--- src/hw/rtl/lcrc_pkg.sv ---
// ----------------------------------------------------------------------------
// Line color run classifier package
// Shared widths, character codes, color codes and beat types.
// ----------------------------------------------------------------------------
package lcrc_pkg;

  localparam int unsigned ColBits   = 16;
  localparam int unsigned CharBits  = 8;
  localparam int unsigned TabBits   = 5;
  localparam int unsigned ColorBits = 3;

  localparam logic [TabBits-1:0] TabColumnsReset = 5'd4;

  localparam logic [ColorBits-1:0] ColorDefault = 3'd0;
  localparam logic [ColorBits-1:0] ColorString  = 3'd1;
  localparam logic [ColorBits-1:0] ColorComment = 3'd2;
  localparam logic [ColorBits-1:0] ColorNumber  = 3'd3;
  localparam logic [ColorBits-1:0] ColorBracket = 3'd4;
  localparam logic [ColorBits-1:0] ColorType    = 3'd5;

  localparam logic [CharBits-1:0] ChTab     = 8'h09;
  localparam logic [CharBits-1:0] ChSpace   = 8'h20;
  localparam logic [CharBits-1:0] ChDquote  = 8'h22;
  localparam logic [CharBits-1:0] ChSquote  = 8'h27;
  localparam logic [CharBits-1:0] ChSlash   = 8'h2F;
  localparam logic [CharBits-1:0] ChLparen  = 8'h28;
  localparam logic [CharBits-1:0] ChRparen  = 8'h29;
  localparam logic [CharBits-1:0] ChLess    = 8'h3C;
  localparam logic [CharBits-1:0] ChGreater = 8'h3E;
  localparam logic [CharBits-1:0] ChLbrack  = 8'h5B;
  localparam logic [CharBits-1:0] ChRbrack  = 8'h5D;
  localparam logic [CharBits-1:0] ChLbrace  = 8'h7B;
  localparam logic [CharBits-1:0] ChRbrace  = 8'h7D;
  localparam logic [CharBits-1:0] ChDigit0  = 8'h30;
  localparam logic [CharBits-1:0] ChDigit9  = 8'h39;
  localparam logic [CharBits-1:0] ChUpperA  = 8'h41;
  localparam logic [CharBits-1:0] ChUpperZ  = 8'h5A;
  localparam logic [CharBits-1:0] ChLowerA  = 8'h61;
  localparam logic [CharBits-1:0] ChLowerZ  = 8'h7A;

  localparam int unsigned TokDepth   = 4;
  localparam int unsigned TokPtrBits = $clog2(TokDepth);
  localparam int unsigned TokCntBits = $clog2(TokDepth + 1);
  localparam int unsigned ResDepth   = 4;
  localparam int unsigned ResPtrBits = $clog2(ResDepth);
  localparam int unsigned ResCntBits = $clog2(ResDepth + 1);

  typedef struct packed {
    logic [CharBits-1:0] character;
    logic                end_of_line;
    logic                no_character;
  } in_t;

  typedef struct packed {
    logic                 run_present;
    logic [ColBits-1:0]   run_start;
    logic [ColBits-1:0]   run_length;
    logic [ColorBits-1:0] run_color;
    logic [ColBits-1:0]   indent_width;
    logic                 line_done;
  } out_t;

  typedef struct packed {
    logic                 vis_a;
    logic [ColBits-1:0]   pos_a;
    logic [ColorBits-1:0] color_a;
    logic                 vis_b;
    logic [ColBits-1:0]   pos_b;
    logic [ColorBits-1:0] color_b;
    logic                 eol;
    logic [ColBits-1:0]   indent;
  } tok_t;

endpackage

--- src/hw/rtl/lcrc_front.sv ---
// ----------------------------------------------------------------------------
// Line color run classifier front end
// Accepts characters, holds one as lookahead and classifies body characters.
// ----------------------------------------------------------------------------
module lcrc_front (
  input  logic                          clk_i,
  input  logic                          rst_ni,
  input  logic                          cfg_valid_i,
  input  logic [lcrc_pkg::TabBits-1:0]  cfg_data_i,
  input  logic                          push_i,
  input  lcrc_pkg::in_t                 in_i,
  input  logic                          tok_full_i,
  output logic                          tok_push_o,
  output lcrc_pkg::tok_t                tok_o
);

  typedef struct packed {
    logic                         in_indent;
    logic [lcrc_pkg::ColBits-1:0] indent;
    logic [lcrc_pkg::ColBits-1:0] pos;
    logic                         str;
    logic                         cmt;
  } lstate_t;

  typedef struct packed {
    lstate_t                        st;
    logic                           vis;
    logic [lcrc_pkg::ColBits-1:0]   pos;
    logic [lcrc_pkg::ColorBits-1:0] color;
  } cls_t;

  localparam lstate_t LineReset = '{in_indent: 1'b1, default: '0};

  function automatic logic [lcrc_pkg::ColBits-1:0] sat_add(
    logic [lcrc_pkg::ColBits-1:0] a, logic [lcrc_pkg::ColBits-1:0] b);
    logic [lcrc_pkg::ColBits:0] sum;
    sum = {1'b0, a} + {1'b0, b};
    return sum[lcrc_pkg::ColBits] ? '1 : sum[lcrc_pkg::ColBits-1:0];
  endfunction

  function automatic cls_t classify(lstate_t s, logic [lcrc_pkg::CharBits-1:0] c,
                                    logic has_next, logic [lcrc_pkg::CharBits-1:0] nx,
                                    logic [lcrc_pkg::TabBits-1:0] tab);
    cls_t                         r;
    logic                         blank;
    logic                         is_br;
    logic [lcrc_pkg::ColBits-1:0] step;
    r       = '{st: s, vis: 1'b0, pos: s.pos, color: lcrc_pkg::ColorDefault};
    blank   = (c == lcrc_pkg::ChSpace) || (c == lcrc_pkg::ChTab);
    is_br   = (c == lcrc_pkg::ChLparen) || (c == lcrc_pkg::ChRparen) ||
              (c == lcrc_pkg::ChLbrace) || (c == lcrc_pkg::ChRbrace) ||
              (c == lcrc_pkg::ChLbrack) || (c == lcrc_pkg::ChRbrack) ||
              (c == lcrc_pkg::ChLess)   || (c == lcrc_pkg::ChGreater);
    step    = (c == lcrc_pkg::ChTab) ? lcrc_pkg::ColBits'(tab) : lcrc_pkg::ColBits'(1);
    if (s.in_indent && blank) begin
      r.st.indent = sat_add(s.indent, step);
    end else begin
      r.st.in_indent = 1'b0;
      if (!s.str && has_next && (c == lcrc_pkg::ChSlash) && (nx == lcrc_pkg::ChSlash)) begin
        r.st.cmt = 1'b1;
      end
      if (!r.st.cmt && ((c == lcrc_pkg::ChDquote) || (c == lcrc_pkg::ChSquote))) begin
        r.st.str = !s.str;
      end
      r.st.pos = sat_add(s.pos, lcrc_pkg::ColBits'(1));
      r.vis    = !blank;
      if (r.st.cmt) begin
        r.color = lcrc_pkg::ColorComment;
      end else if (r.st.str) begin
        r.color = lcrc_pkg::ColorString;
      end else if ((c >= lcrc_pkg::ChDigit0) && (c <= lcrc_pkg::ChDigit9)) begin
        r.color = lcrc_pkg::ColorNumber;
      end else if (is_br) begin
        r.color = lcrc_pkg::ColorBracket;
      end else if ((c >= lcrc_pkg::ChUpperA) && (c <= lcrc_pkg::ChUpperZ) && has_next &&
                   (nx >= lcrc_pkg::ChLowerA) && (nx <= lcrc_pkg::ChLowerZ)) begin
        r.color = lcrc_pkg::ColorType;
      end
    end
    return r;
  endfunction

  lstate_t                         line_q, line_d;
  logic [lcrc_pkg::CharBits-1:0]   held_q, held_d;
  logic                            held_valid_q, held_valid_d;
  logic [lcrc_pkg::TabBits-1:0]    tab_q, tab_d;
  logic                            accept;
  logic                            active;
  logic                            use_b;
  cls_t                            ra, rb;
  lstate_t                         s1;

  assign accept = push_i && !tok_full_i;
  assign active = !in_i.no_character || in_i.end_of_line;
  assign use_b  = !in_i.no_character && in_i.end_of_line;

  always_comb begin
    ra = classify(line_q, held_q, !in_i.no_character, in_i.character, tab_q);
    s1 = held_valid_q ? ra.st : line_q;
    rb = classify(s1, in_i.character, 1'b0, '0, tab_q);

    tok_o.vis_a   = held_valid_q && active && ra.vis;
    tok_o.pos_a   = ra.pos;
    tok_o.color_a = ra.color;
    tok_o.vis_b   = use_b && rb.vis;
    tok_o.pos_b   = rb.pos;
    tok_o.color_b = rb.color;
    tok_o.eol     = in_i.end_of_line;
    tok_o.indent  = use_b ? rb.st.indent : s1.indent;

    tok_push_o = accept && active && (tok_o.vis_a || tok_o.vis_b || tok_o.eol);

    line_d       = line_q;
    held_d       = held_q;
    held_valid_d = held_valid_q;
    if (accept && active) begin
      if (in_i.end_of_line) begin
        line_d       = LineReset;
        held_d       = '0;
        held_valid_d = 1'b0;
      end else begin
        line_d       = s1;
        held_d       = in_i.character;
        held_valid_d = 1'b1;
      end
    end

    tab_d = cfg_valid_i ? cfg_data_i : tab_q;
  end

  always_ff @(posedge clk_i or negedge rst_ni) begin
    if (!rst_ni) begin
      line_q       <= LineReset;
      held_q       <= '0;
      held_valid_q <= 1'b0;
      tab_q        <= lcrc_pkg::TabColumnsReset;
    end else begin
      line_q       <= line_d;
      held_q       <= held_d;
      held_valid_q <= held_valid_d;
      tab_q        <= tab_d;
    end
  end

endmodule

--- src/hw/rtl/lcrc_tok_fifo.sv ---
// ----------------------------------------------------------------------------
// Line color run classifier token queue
// Short queue of classified beats between the front end and the run merger.
// ----------------------------------------------------------------------------
module lcrc_tok_fifo (
  input  logic           clk_i,
  input  logic           rst_ni,
  input  logic           push_i,
  input  lcrc_pkg::tok_t tok_i,
  output logic           full_o,
  input  logic           pop_i,
  output lcrc_pkg::tok_t tok_o,
  output logic           valid_o
);

  lcrc_pkg::tok_t                    mem_q [lcrc_pkg::TokDepth];
  logic [lcrc_pkg::TokPtrBits-1:0]   wr_q, wr_d, rd_q, rd_d;
  logic [lcrc_pkg::TokCntBits-1:0]   cnt_q, cnt_d;

  assign full_o  = (cnt_q == lcrc_pkg::TokCntBits'(lcrc_pkg::TokDepth));
  assign valid_o = (cnt_q != '0);
  assign tok_o   = mem_q[rd_q];

  always_comb begin
    wr_d  = push_i ? wr_q + 1'b1 : wr_q;
    rd_d  = pop_i ? rd_q + 1'b1 : rd_q;
    unique case ({push_i, pop_i})
      2'b10:   cnt_d = cnt_q + 1'b1;
      2'b01:   cnt_d = cnt_q - 1'b1;
      default: cnt_d = cnt_q;
    endcase
  end

  always_ff @(posedge clk_i) begin
    if (push_i) begin
      mem_q[wr_q] <= tok_i;
    end
  end

  always_ff @(posedge clk_i or negedge rst_ni) begin
    if (!rst_ni) begin
      wr_q  <= '0;
      rd_q  <= '0;
      cnt_q <= '0;
    end else begin
      wr_q  <= wr_d;
      rd_q  <= rd_d;
      cnt_q <= cnt_d;
    end
  end

endmodule

--- src/hw/rtl/lcrc_back.sv ---
// ----------------------------------------------------------------------------
// Line color run classifier back end
// Merges classified characters into runs and queues the finished results.
// ----------------------------------------------------------------------------
module lcrc_back (
  input  logic           clk_i,
  input  logic           rst_ni,
  input  lcrc_pkg::tok_t tok_i,
  input  logic           tok_valid_i,
  output logic           tok_pop_o,
  input  logic           pop_i,
  output logic           empty_o,
  output lcrc_pkg::out_t out_o
);

  logic                            run_open_q, run_open_d;
  logic [lcrc_pkg::ColBits-1:0]    start_q, start_d;
  logic [lcrc_pkg::ColBits-1:0]    len_q, len_d;
  logic [lcrc_pkg::ColorBits-1:0]  color_q, color_d;
  logic [2:0]                      done_q, done_d;

  logic [2:0]                      rem, sel;
  logic [lcrc_pkg::ColBits-1:0]    pos;
  logic [lcrc_pkg::ColorBits-1:0]  color;
  logic [lcrc_pkg::ColBits:0]      run_end;
  logic                            is_fin, is_char, extend, emit, step;
  logic                            res_push, res_full, res_pop;
  lcrc_pkg::out_t                  res;

  lcrc_pkg::out_t                  mem_q [lcrc_pkg::ResDepth];
  logic [lcrc_pkg::ResPtrBits-1:0] wr_q, wr_d, rd_q, rd_d;
  logic [lcrc_pkg::ResCntBits-1:0] cnt_q, cnt_d;

  always_comb begin
    rem = {tok_i.eol, tok_i.vis_b, tok_i.vis_a} & ~done_q;
    priority if (rem[0]) begin
      sel = 3'b001;
    end else if (rem[1]) begin
      sel = 3'b010;
    end else if (rem[2]) begin
      sel = 3'b100;
    end else begin
      sel = 3'b000;
    end
    is_fin  = sel[2];
    is_char = sel[0] || sel[1];
    pos     = sel[0] ? tok_i.pos_a : tok_i.pos_b;
    color   = sel[0] ? tok_i.color_a : tok_i.color_b;
    run_end = {1'b0, start_q} + {1'b0, len_q};
    extend  = run_open_q && (color == color_q) && ({1'b0, pos} == run_end) && (len_q != '1);
    emit    = is_fin || (is_char && run_open_q && !extend);
    step    = tok_valid_i && (sel != '0) && (!emit || !res_full);
    res_push  = step && emit;
    tok_pop_o = tok_valid_i && ((rem == '0) || (step && ((rem & ~sel) == '0)));

    res.run_present  = is_fin ? run_open_q : 1'b1;
    res.run_start    = run_open_q ? start_q : '0;
    res.run_length   = run_open_q ? len_q : '0;
    res.run_color    = run_open_q ? color_q : lcrc_pkg::ColorDefault;
    res.indent_width = tok_i.indent;
    res.line_done    = is_fin;

    run_open_d = run_open_q;
    start_d    = start_q;
    len_d      = len_q;
    color_d    = color_q;
    if (step) begin
      if (is_fin) begin
        run_open_d = 1'b0;
      end else if (extend) begin
        len_d = len_q + 1'b1;
      end else begin
        run_open_d = 1'b1;
        start_d    = pos;
        len_d      = lcrc_pkg::ColBits'(1);
        color_d    = color;
      end
    end

    if (tok_pop_o) begin
      done_d = '0;
    end else if (step) begin
      done_d = done_q | sel;
    end else begin
      done_d = done_q;
    end
  end

  assign res_full = (cnt_q == lcrc_pkg::ResCntBits'(lcrc_pkg::ResDepth));
  assign empty_o  = (cnt_q == '0);
  assign res_pop  = pop_i && !empty_o;
  assign out_o    = mem_q[rd_q];

  always_comb begin
    wr_d = res_push ? wr_q + 1'b1 : wr_q;
    rd_d = res_pop ? rd_q + 1'b1 : rd_q;
    unique case ({res_push, res_pop})
      2'b10:   cnt_d = cnt_q + 1'b1;
      2'b01:   cnt_d = cnt_q - 1'b1;
      default: cnt_d = cnt_q;
    endcase
  end

  always_ff @(posedge clk_i) begin
    if (res_push) begin
      mem_q[wr_q] <= res;
    end
  end

  always_ff @(posedge clk_i or negedge rst_ni) begin
    if (!rst_ni) begin
      run_open_q <= 1'b0;
      start_q    <= '0;
      len_q      <= '0;
      color_q    <= lcrc_pkg::ColorDefault;
      done_q     <= '0;
      wr_q       <= '0;
      rd_q       <= '0;
      cnt_q      <= '0;
    end else begin
      run_open_q <= run_open_d;
      start_q    <= start_d;
      len_q      <= len_d;
      color_q    <= color_d;
      done_q     <= done_d;
      wr_q       <= wr_d;
      rd_q       <= rd_d;
      cnt_q      <= cnt_d;
    end
  end

endmodule

--- src/hw/rtl/line_color_run_classifier_top.sv ---
// ----------------------------------------------------------------------------
// Line color run classifier
// Splits line text into colored runs of adjacent same-class characters.
// ----------------------------------------------------------------------------
//  Channel   Handshake            Beat
//  input     push_i / full_o      in_i: one character, end of line, no character
//  result    pop_i / empty_o      out_o: one run or line end marker
//  config    cfg_valid_i/ready_o  cfg_data_i: tab width in columns
//
//  The front end takes one character per cycle while full_o is low and classifies
//  it when the next character arrives; a line end classifies both in that cycle.
//  The run merger handles one classified character or line end per cycle while
//  the result queue has room, so a line end carrying two characters is split up.
//  Results leave one per cycle; full_o rises when the four-entry token queue
//  fills. After reset the tab width is four and the block is empty.
// ----------------------------------------------------------------------------
module line_color_run_classifier_top (
  input  logic                          clk_i,
  input  logic                          rst_ni,
  input  logic                          cfg_valid_i,
  output logic                          cfg_ready_o,
  input  logic [lcrc_pkg::TabBits-1:0]  cfg_data_i,
  input  logic                          push_i,
  output logic                          full_o,
  input  lcrc_pkg::in_t                 in_i,
  input  logic                          pop_i,
  output logic                          empty_o,
  output lcrc_pkg::out_t                out_o
);

  logic           tok_push, tok_full, tok_pop, tok_valid;
  lcrc_pkg::tok_t tok_in, tok_out;

  assign cfg_ready_o = 1'b1;
  assign full_o      = tok_full;

  lcrc_front u_front (
    .clk_i       (clk_i),
    .rst_ni      (rst_ni),
    .cfg_valid_i (cfg_valid_i),
    .cfg_data_i  (cfg_data_i),
    .push_i      (push_i),
    .in_i        (in_i),
    .tok_full_i  (tok_full),
    .tok_push_o  (tok_push),
    .tok_o       (tok_in)
  );

  lcrc_tok_fifo u_tok_fifo (
    .clk_i   (clk_i),
    .rst_ni  (rst_ni),
    .push_i  (tok_push),
    .tok_i   (tok_in),
    .full_o  (tok_full),
    .pop_i   (tok_pop),
    .tok_o   (tok_out),
    .valid_o (tok_valid)
  );

  lcrc_back u_back (
    .clk_i       (clk_i),
    .rst_ni      (rst_ni),
    .tok_i       (tok_out),
    .tok_valid_i (tok_valid),
    .tok_pop_o   (tok_pop),
    .pop_i       (pop_i),
    .empty_o     (empty_o),
    .out_o       (out_o)
  );

endmodule

--- config.mk ---
export PLATFORM = sky130hd
export DESIGN_NAME = line_color_run_classifier_top
export DESIGN_NICKNAME = d
export VERILOG_FILES = /design/src/hw/rtl/lcrc_pkg.sv /design/src/hw/rtl/lcrc_front.sv /design/src/hw/rtl/lcrc_tok_fifo.sv /design/src/hw/rtl/lcrc_back.sv /design/src/hw/rtl/line_color_run_classifier_top.sv
export SDC_FILE = /design/constraint.sdc
export NUM_CORES = 1
export LEC_CHECK = 0
export ABC_AREA = 1
export CELL_PAD_IN_SITES_DETAIL_PLACEMENT = 0
export CELL_PAD_IN_SITES_GLOBAL_PLACEMENT = 1
export CORE_MARGIN = 5
export CORE_UTILIZATION = 34
export CTS_CLUSTER_SIZE = 12
export DETAILED_ROUTE_END_ITERATION = 16
export DONT_BUFFER_PORTS = 1
export HOLD_SLACK_MARGIN = 0.02
export PLACE_DENSITY_LB_ADDON = 0.1
export REMOVE_ABC_BUFFERS = 1
export SETUP_SLACK_MARGIN = 0.2
export SKIP_LAST_GASP = 1
export SYNTH_ARGS = -nofsm -noshare
export SYNTH_HDL_FRONTEND = slang
export SYNTH_SLANG_ARGS = --single-unit
--- constraint.sdc ---
create_clock -name clk_i -period 5.28 [get_ports clk_i]
set_input_delay 0.264 -clock clk_i [delete_from_list [all_inputs] [get_ports clk_i]]
set_output_delay 0.264 -clock clk_i [all_outputs]
set_load 0.01 [all_outputs]
==> flow_summary.yaml <==
clocking:
  numCtsBuffers: 66
  clock-sinks: 542
  cts_tree: "yes"
  path_clk_slew_ns: 0.06
  clock_path_buffers: 3
  clockRootBuffer: "clkbuf_16"
  cts_max_level: 3
  clock_latency_ns: 0.60
pwr:
  pwr-share-comb_pct: 38.5
  p_sw_share_pct: 39.88
  leakage_nw: 11.85
  seqPwrFrac_pct: 36.3
  clockPowerShare_pct: 25.2
  p_per_area_nw_per_um2: 609.9
  ir_drop_v: 0.0002613
  power.total_mw: 18.03
  intPower_mw: 10.84
  p_sw_mw: 7.191
synthesis:
  synthCells: 2617
  synth_xor_area_share_pct: 1.366
  synthAdderAreaFrac_pct: 2.244
  synth-simple-area-share_pct: 18.95
  synth_cell_types: 59
  synth-compound-area-share_pct: 9.522
  synth_largest_area_cell: "edfxtp_1"
  yosysTopAreaCellShare_pct: 51.51
  ys_warn_count: 0
  synth.mux.area_fraction_pct: 0
  synth_edf_count: 440
  seq_area_frac_synth_pct: 61.47
  ys_ff_latch: 542
  async_reset_ff_share_pct: 18.82
  yosys-top-cells-area: "edfxtp_1 (52%), dfrtp_1 (9.8%), nand2_1 (8.1%)"
  avgSynthCellArea_um2: 9.801
  synth_area_um2: 25650
  synth_top_family_by_area: "simple AND/OR/NAND/NOR gates"
  synth-main-ff-cell: "edfxtp_1"
global_route:
  grt_pass1_vias: 17893
  antenna_found_initial: 0
  overflow: 0
  busiest_layer: "met2"
  grt_use_total_pct: 16.90
  grt_max_degree: 111
  grt_use_met2_pct: 28.54
  grt_use_met3_pct: 2.748
  grt_pass1_wl_mm: 107.5
  use_met1_pct: 22.72
placed_design:
  dp_hpwl_mm: 45.76
  place_congestion: 0.8458
  dp_slack_ns: 0.1961
  numPortBuffers: 0
worst_setup_path:
  worstSetupPathType: "flip-flop to flip-flop"
  cp_num_buf_inv: 2
  crit-reg2reg-launch: "u_front.held_q[6]"
  cp_max_fo: 5
  cp-start-kind: "flip-flop"
  r2r_end: "u_tok_fifo.mem_q[1][11]"
  cpMaxStageDelayCell: "fa_1"
  crit_path_end_kind: "flip-flop"
  cp_slowest_stage_delay_ns: 0.41
  worst-r2r-cell-count: 26
  ff2ff_setup_slack_ns: 0.60
  path_delay_family: "simple AND/OR/NAND/NOR gates"
  crit_required_ns: 5.57
  cp.arrival_ns: 4.98
timing:
  setup_viol: 0
  finalHoldViolations: 0
  rsz0062_at_grt: "no"
  fin_crit_sh_pct: 88.69
  slew_headroom_pct: 25.31
  max_freq_mhz: 213.6
  fin_ws_ns: 0.5973
  worst_pin_slew_ns: 1.113
  fin_crit_ns: 4.683
  fin_hold_ws_ns: 0.08652
  report.final.slew_viol_count: 0
  fin_worst_skew_ns: 0.03288
floorplanning:
  die_area_um2: 81030
  die_h_um: 284.7
  core_area_um2: 74570
  rows: 100
  initial_core_util_pct: 34.40
  die_w_um: 284.7
  ios: 76
hold_path:
  min_delay_path_depth: 3
  hp-class: "input port to flip-flop"
  hp-start: "in_i[0]"
  min_to: "u_tok_fifo.mem_q[3][36]"
route:
  vias_per_cell: 4.918
  ant_nets: 0
  drt_wl_total_mm: 69.27
  remaining_drc_errors: 0
  drtIter0Drc: 1081
  wl_per_cell_um: 18.83
  vias: 18093
  drtPass1Iterations: 5
cells_and_area:
  multi_input_area_um2: 8348
  area_growth_pct: 15.28
  fillerInstances: 7285
  seq_area_um2: 15780
  nNetsFinal: 2724
  diodes: 0
  fin_util_pct: 39.65
  drive_gt1_share_pct: 8.450
flow_run:
  maxCapViolations: 0
outcome:
  outcome: "finished clean"
worst max path at each step:
| stage | start | end | cells past startpoint | slack (ns) |
|---|---|---|---|---|
| finish | u_front.held_q[6] | u_tok_fifo.mem_q[1][11] | 26 | 0.60 |
| global route | u_front.held_q[7] | u_tok_fifo.mem_q[0][2] | 24 | 0.21 |
| CTS | u_front.held_q[6] | u_tok_fifo.mem_q[2][2] | 24 | 0.20 |
| detailed placement | u_front.held_q[6] | u_tok_fifo.mem_q[0][10] | 25 | 0.20 |
| global placement | u_front.held_q[6] | u_tok_fifo.mem_q[2][10] | 25 | 0.33 |
| floorplan | u_tok_fifo.rd_q[0] | u_back.mem_q[0][0] | 18 | -2.17 |
cell type report:
type                       count  share of cell area, %
inverter                     307                  3.906
tap                          969                  4.100
multi-input combinational   1667                  28.23
clock buffer                  84                  6.093
sequential                   542                  53.36
clock inverter                33                  1.299
timing repair buffer          77                  3.013
tightest hold or removal path: stages:
cell and delay [ns]:
nor2_1 0.03, inv_1 0.08, nor2_1 0.11
state kept, by name, summed over array words and instances, names as in the netlist, 5 cells and up:
signal and cells:
u_back.len_q 16, u_back.mem_q 212, u_back.start_q 16, u_front.held_q 8
u_front.line_q 19, u_front.tab_q 5, u_front.tok_o 16, u_tok_fifo.mem_q 228
synth_stat cells, drive strengths merged, types with 2 or more instances:
cell type,count
xor2,35
a22oi,7
dfstp,2
clkinv,3
nand3,134
nor2,343
xnor2,5
o22ai,102
buf,38
clkbuf,63
nand2,560
o31ai,2
o21ai,278
nor3,47
fa,5
edfxtp,440
a21oi,39
nand4,30
a211oi,4
nor3b,2
o211ai,4
nor4,6
and3,2
nand3b,11
or2,2
inv,304
dfrtp,100
ha,38
cell usage in the layout, fill, tap and decap left out, drive strengths merged, types with 2 or more instances in the layout:
cell type	n
nand4	30
a22oi	7
a211oi	4
nand3	134
o211ai	4
clkbuf	84
xnor2	5
nor3	47
or2	2
and3	2
nor4	6
nor3b	2
edfxtp	440
buf	60
a21oi	39
fa	5
o31ai	2
bufinv	7
nand2	560
xor2	35
clkinvlp	2
clkinv	21
dfrtp	100
dlygate4sd3	17
o21ai	278
dfstp	2
ha	38
nand3b	11
inv	310
nor2	343
o22ai	102
power groups by stage:
stage / combinational (mW) / clock, mW / sequential, mW
floorplan: 4.19 / 0 / 6.75
global placement: 6.99 / 0 / 6.61
detailed placement: 7.09 / 0 / 6.63
CTS: 7.14 / 4.68 / 6.55
global route: 7.87 / 4.88 / 6.65
finish: 6.95 / 4.55 / 6.54
through the flow:
step           setup TNS (ns)  area (µm²)  std cells
2_1_floorplan         -621.09       25150       2516
3_3_place_gp                0       27110       3541
3_5_place_dp                0       27110       3541
4_1_cts                     0       29500       3676
5_1_grt                     0       29570       3679
6_report                    0       29570       3679
per-layer routing:
layer | vias up | wire [µm]
met1 | 8730 | 31900
met5 | - | 0
li1 | 8989 | -
met3 | 83 | 2491
met4 | 0 | 1454
met2 | 291 | 33420
cells by family (layout without fill, tap and decap cells):
group,Yosys count,after routing
AND/OR/NAND/NOR,1138,1138
flip-flops,542,542
AO/OA/AOI/OAI,445,445
other,1,1
XOR/XNOR,40,40
buffers and inverters,408,501
adder cells (fa/ha/maj),43,43
timing repair:
item,4_1_cts,5_1_grt
hold buffers,18,0
hold endpoints to repair,125,0
pin swaps,0,2
setup buffers,0,3
gates resized for setup,1,14
endpoints found under the setup margin,8,64
Note: power is estimated with default switching activity, not from simulation.
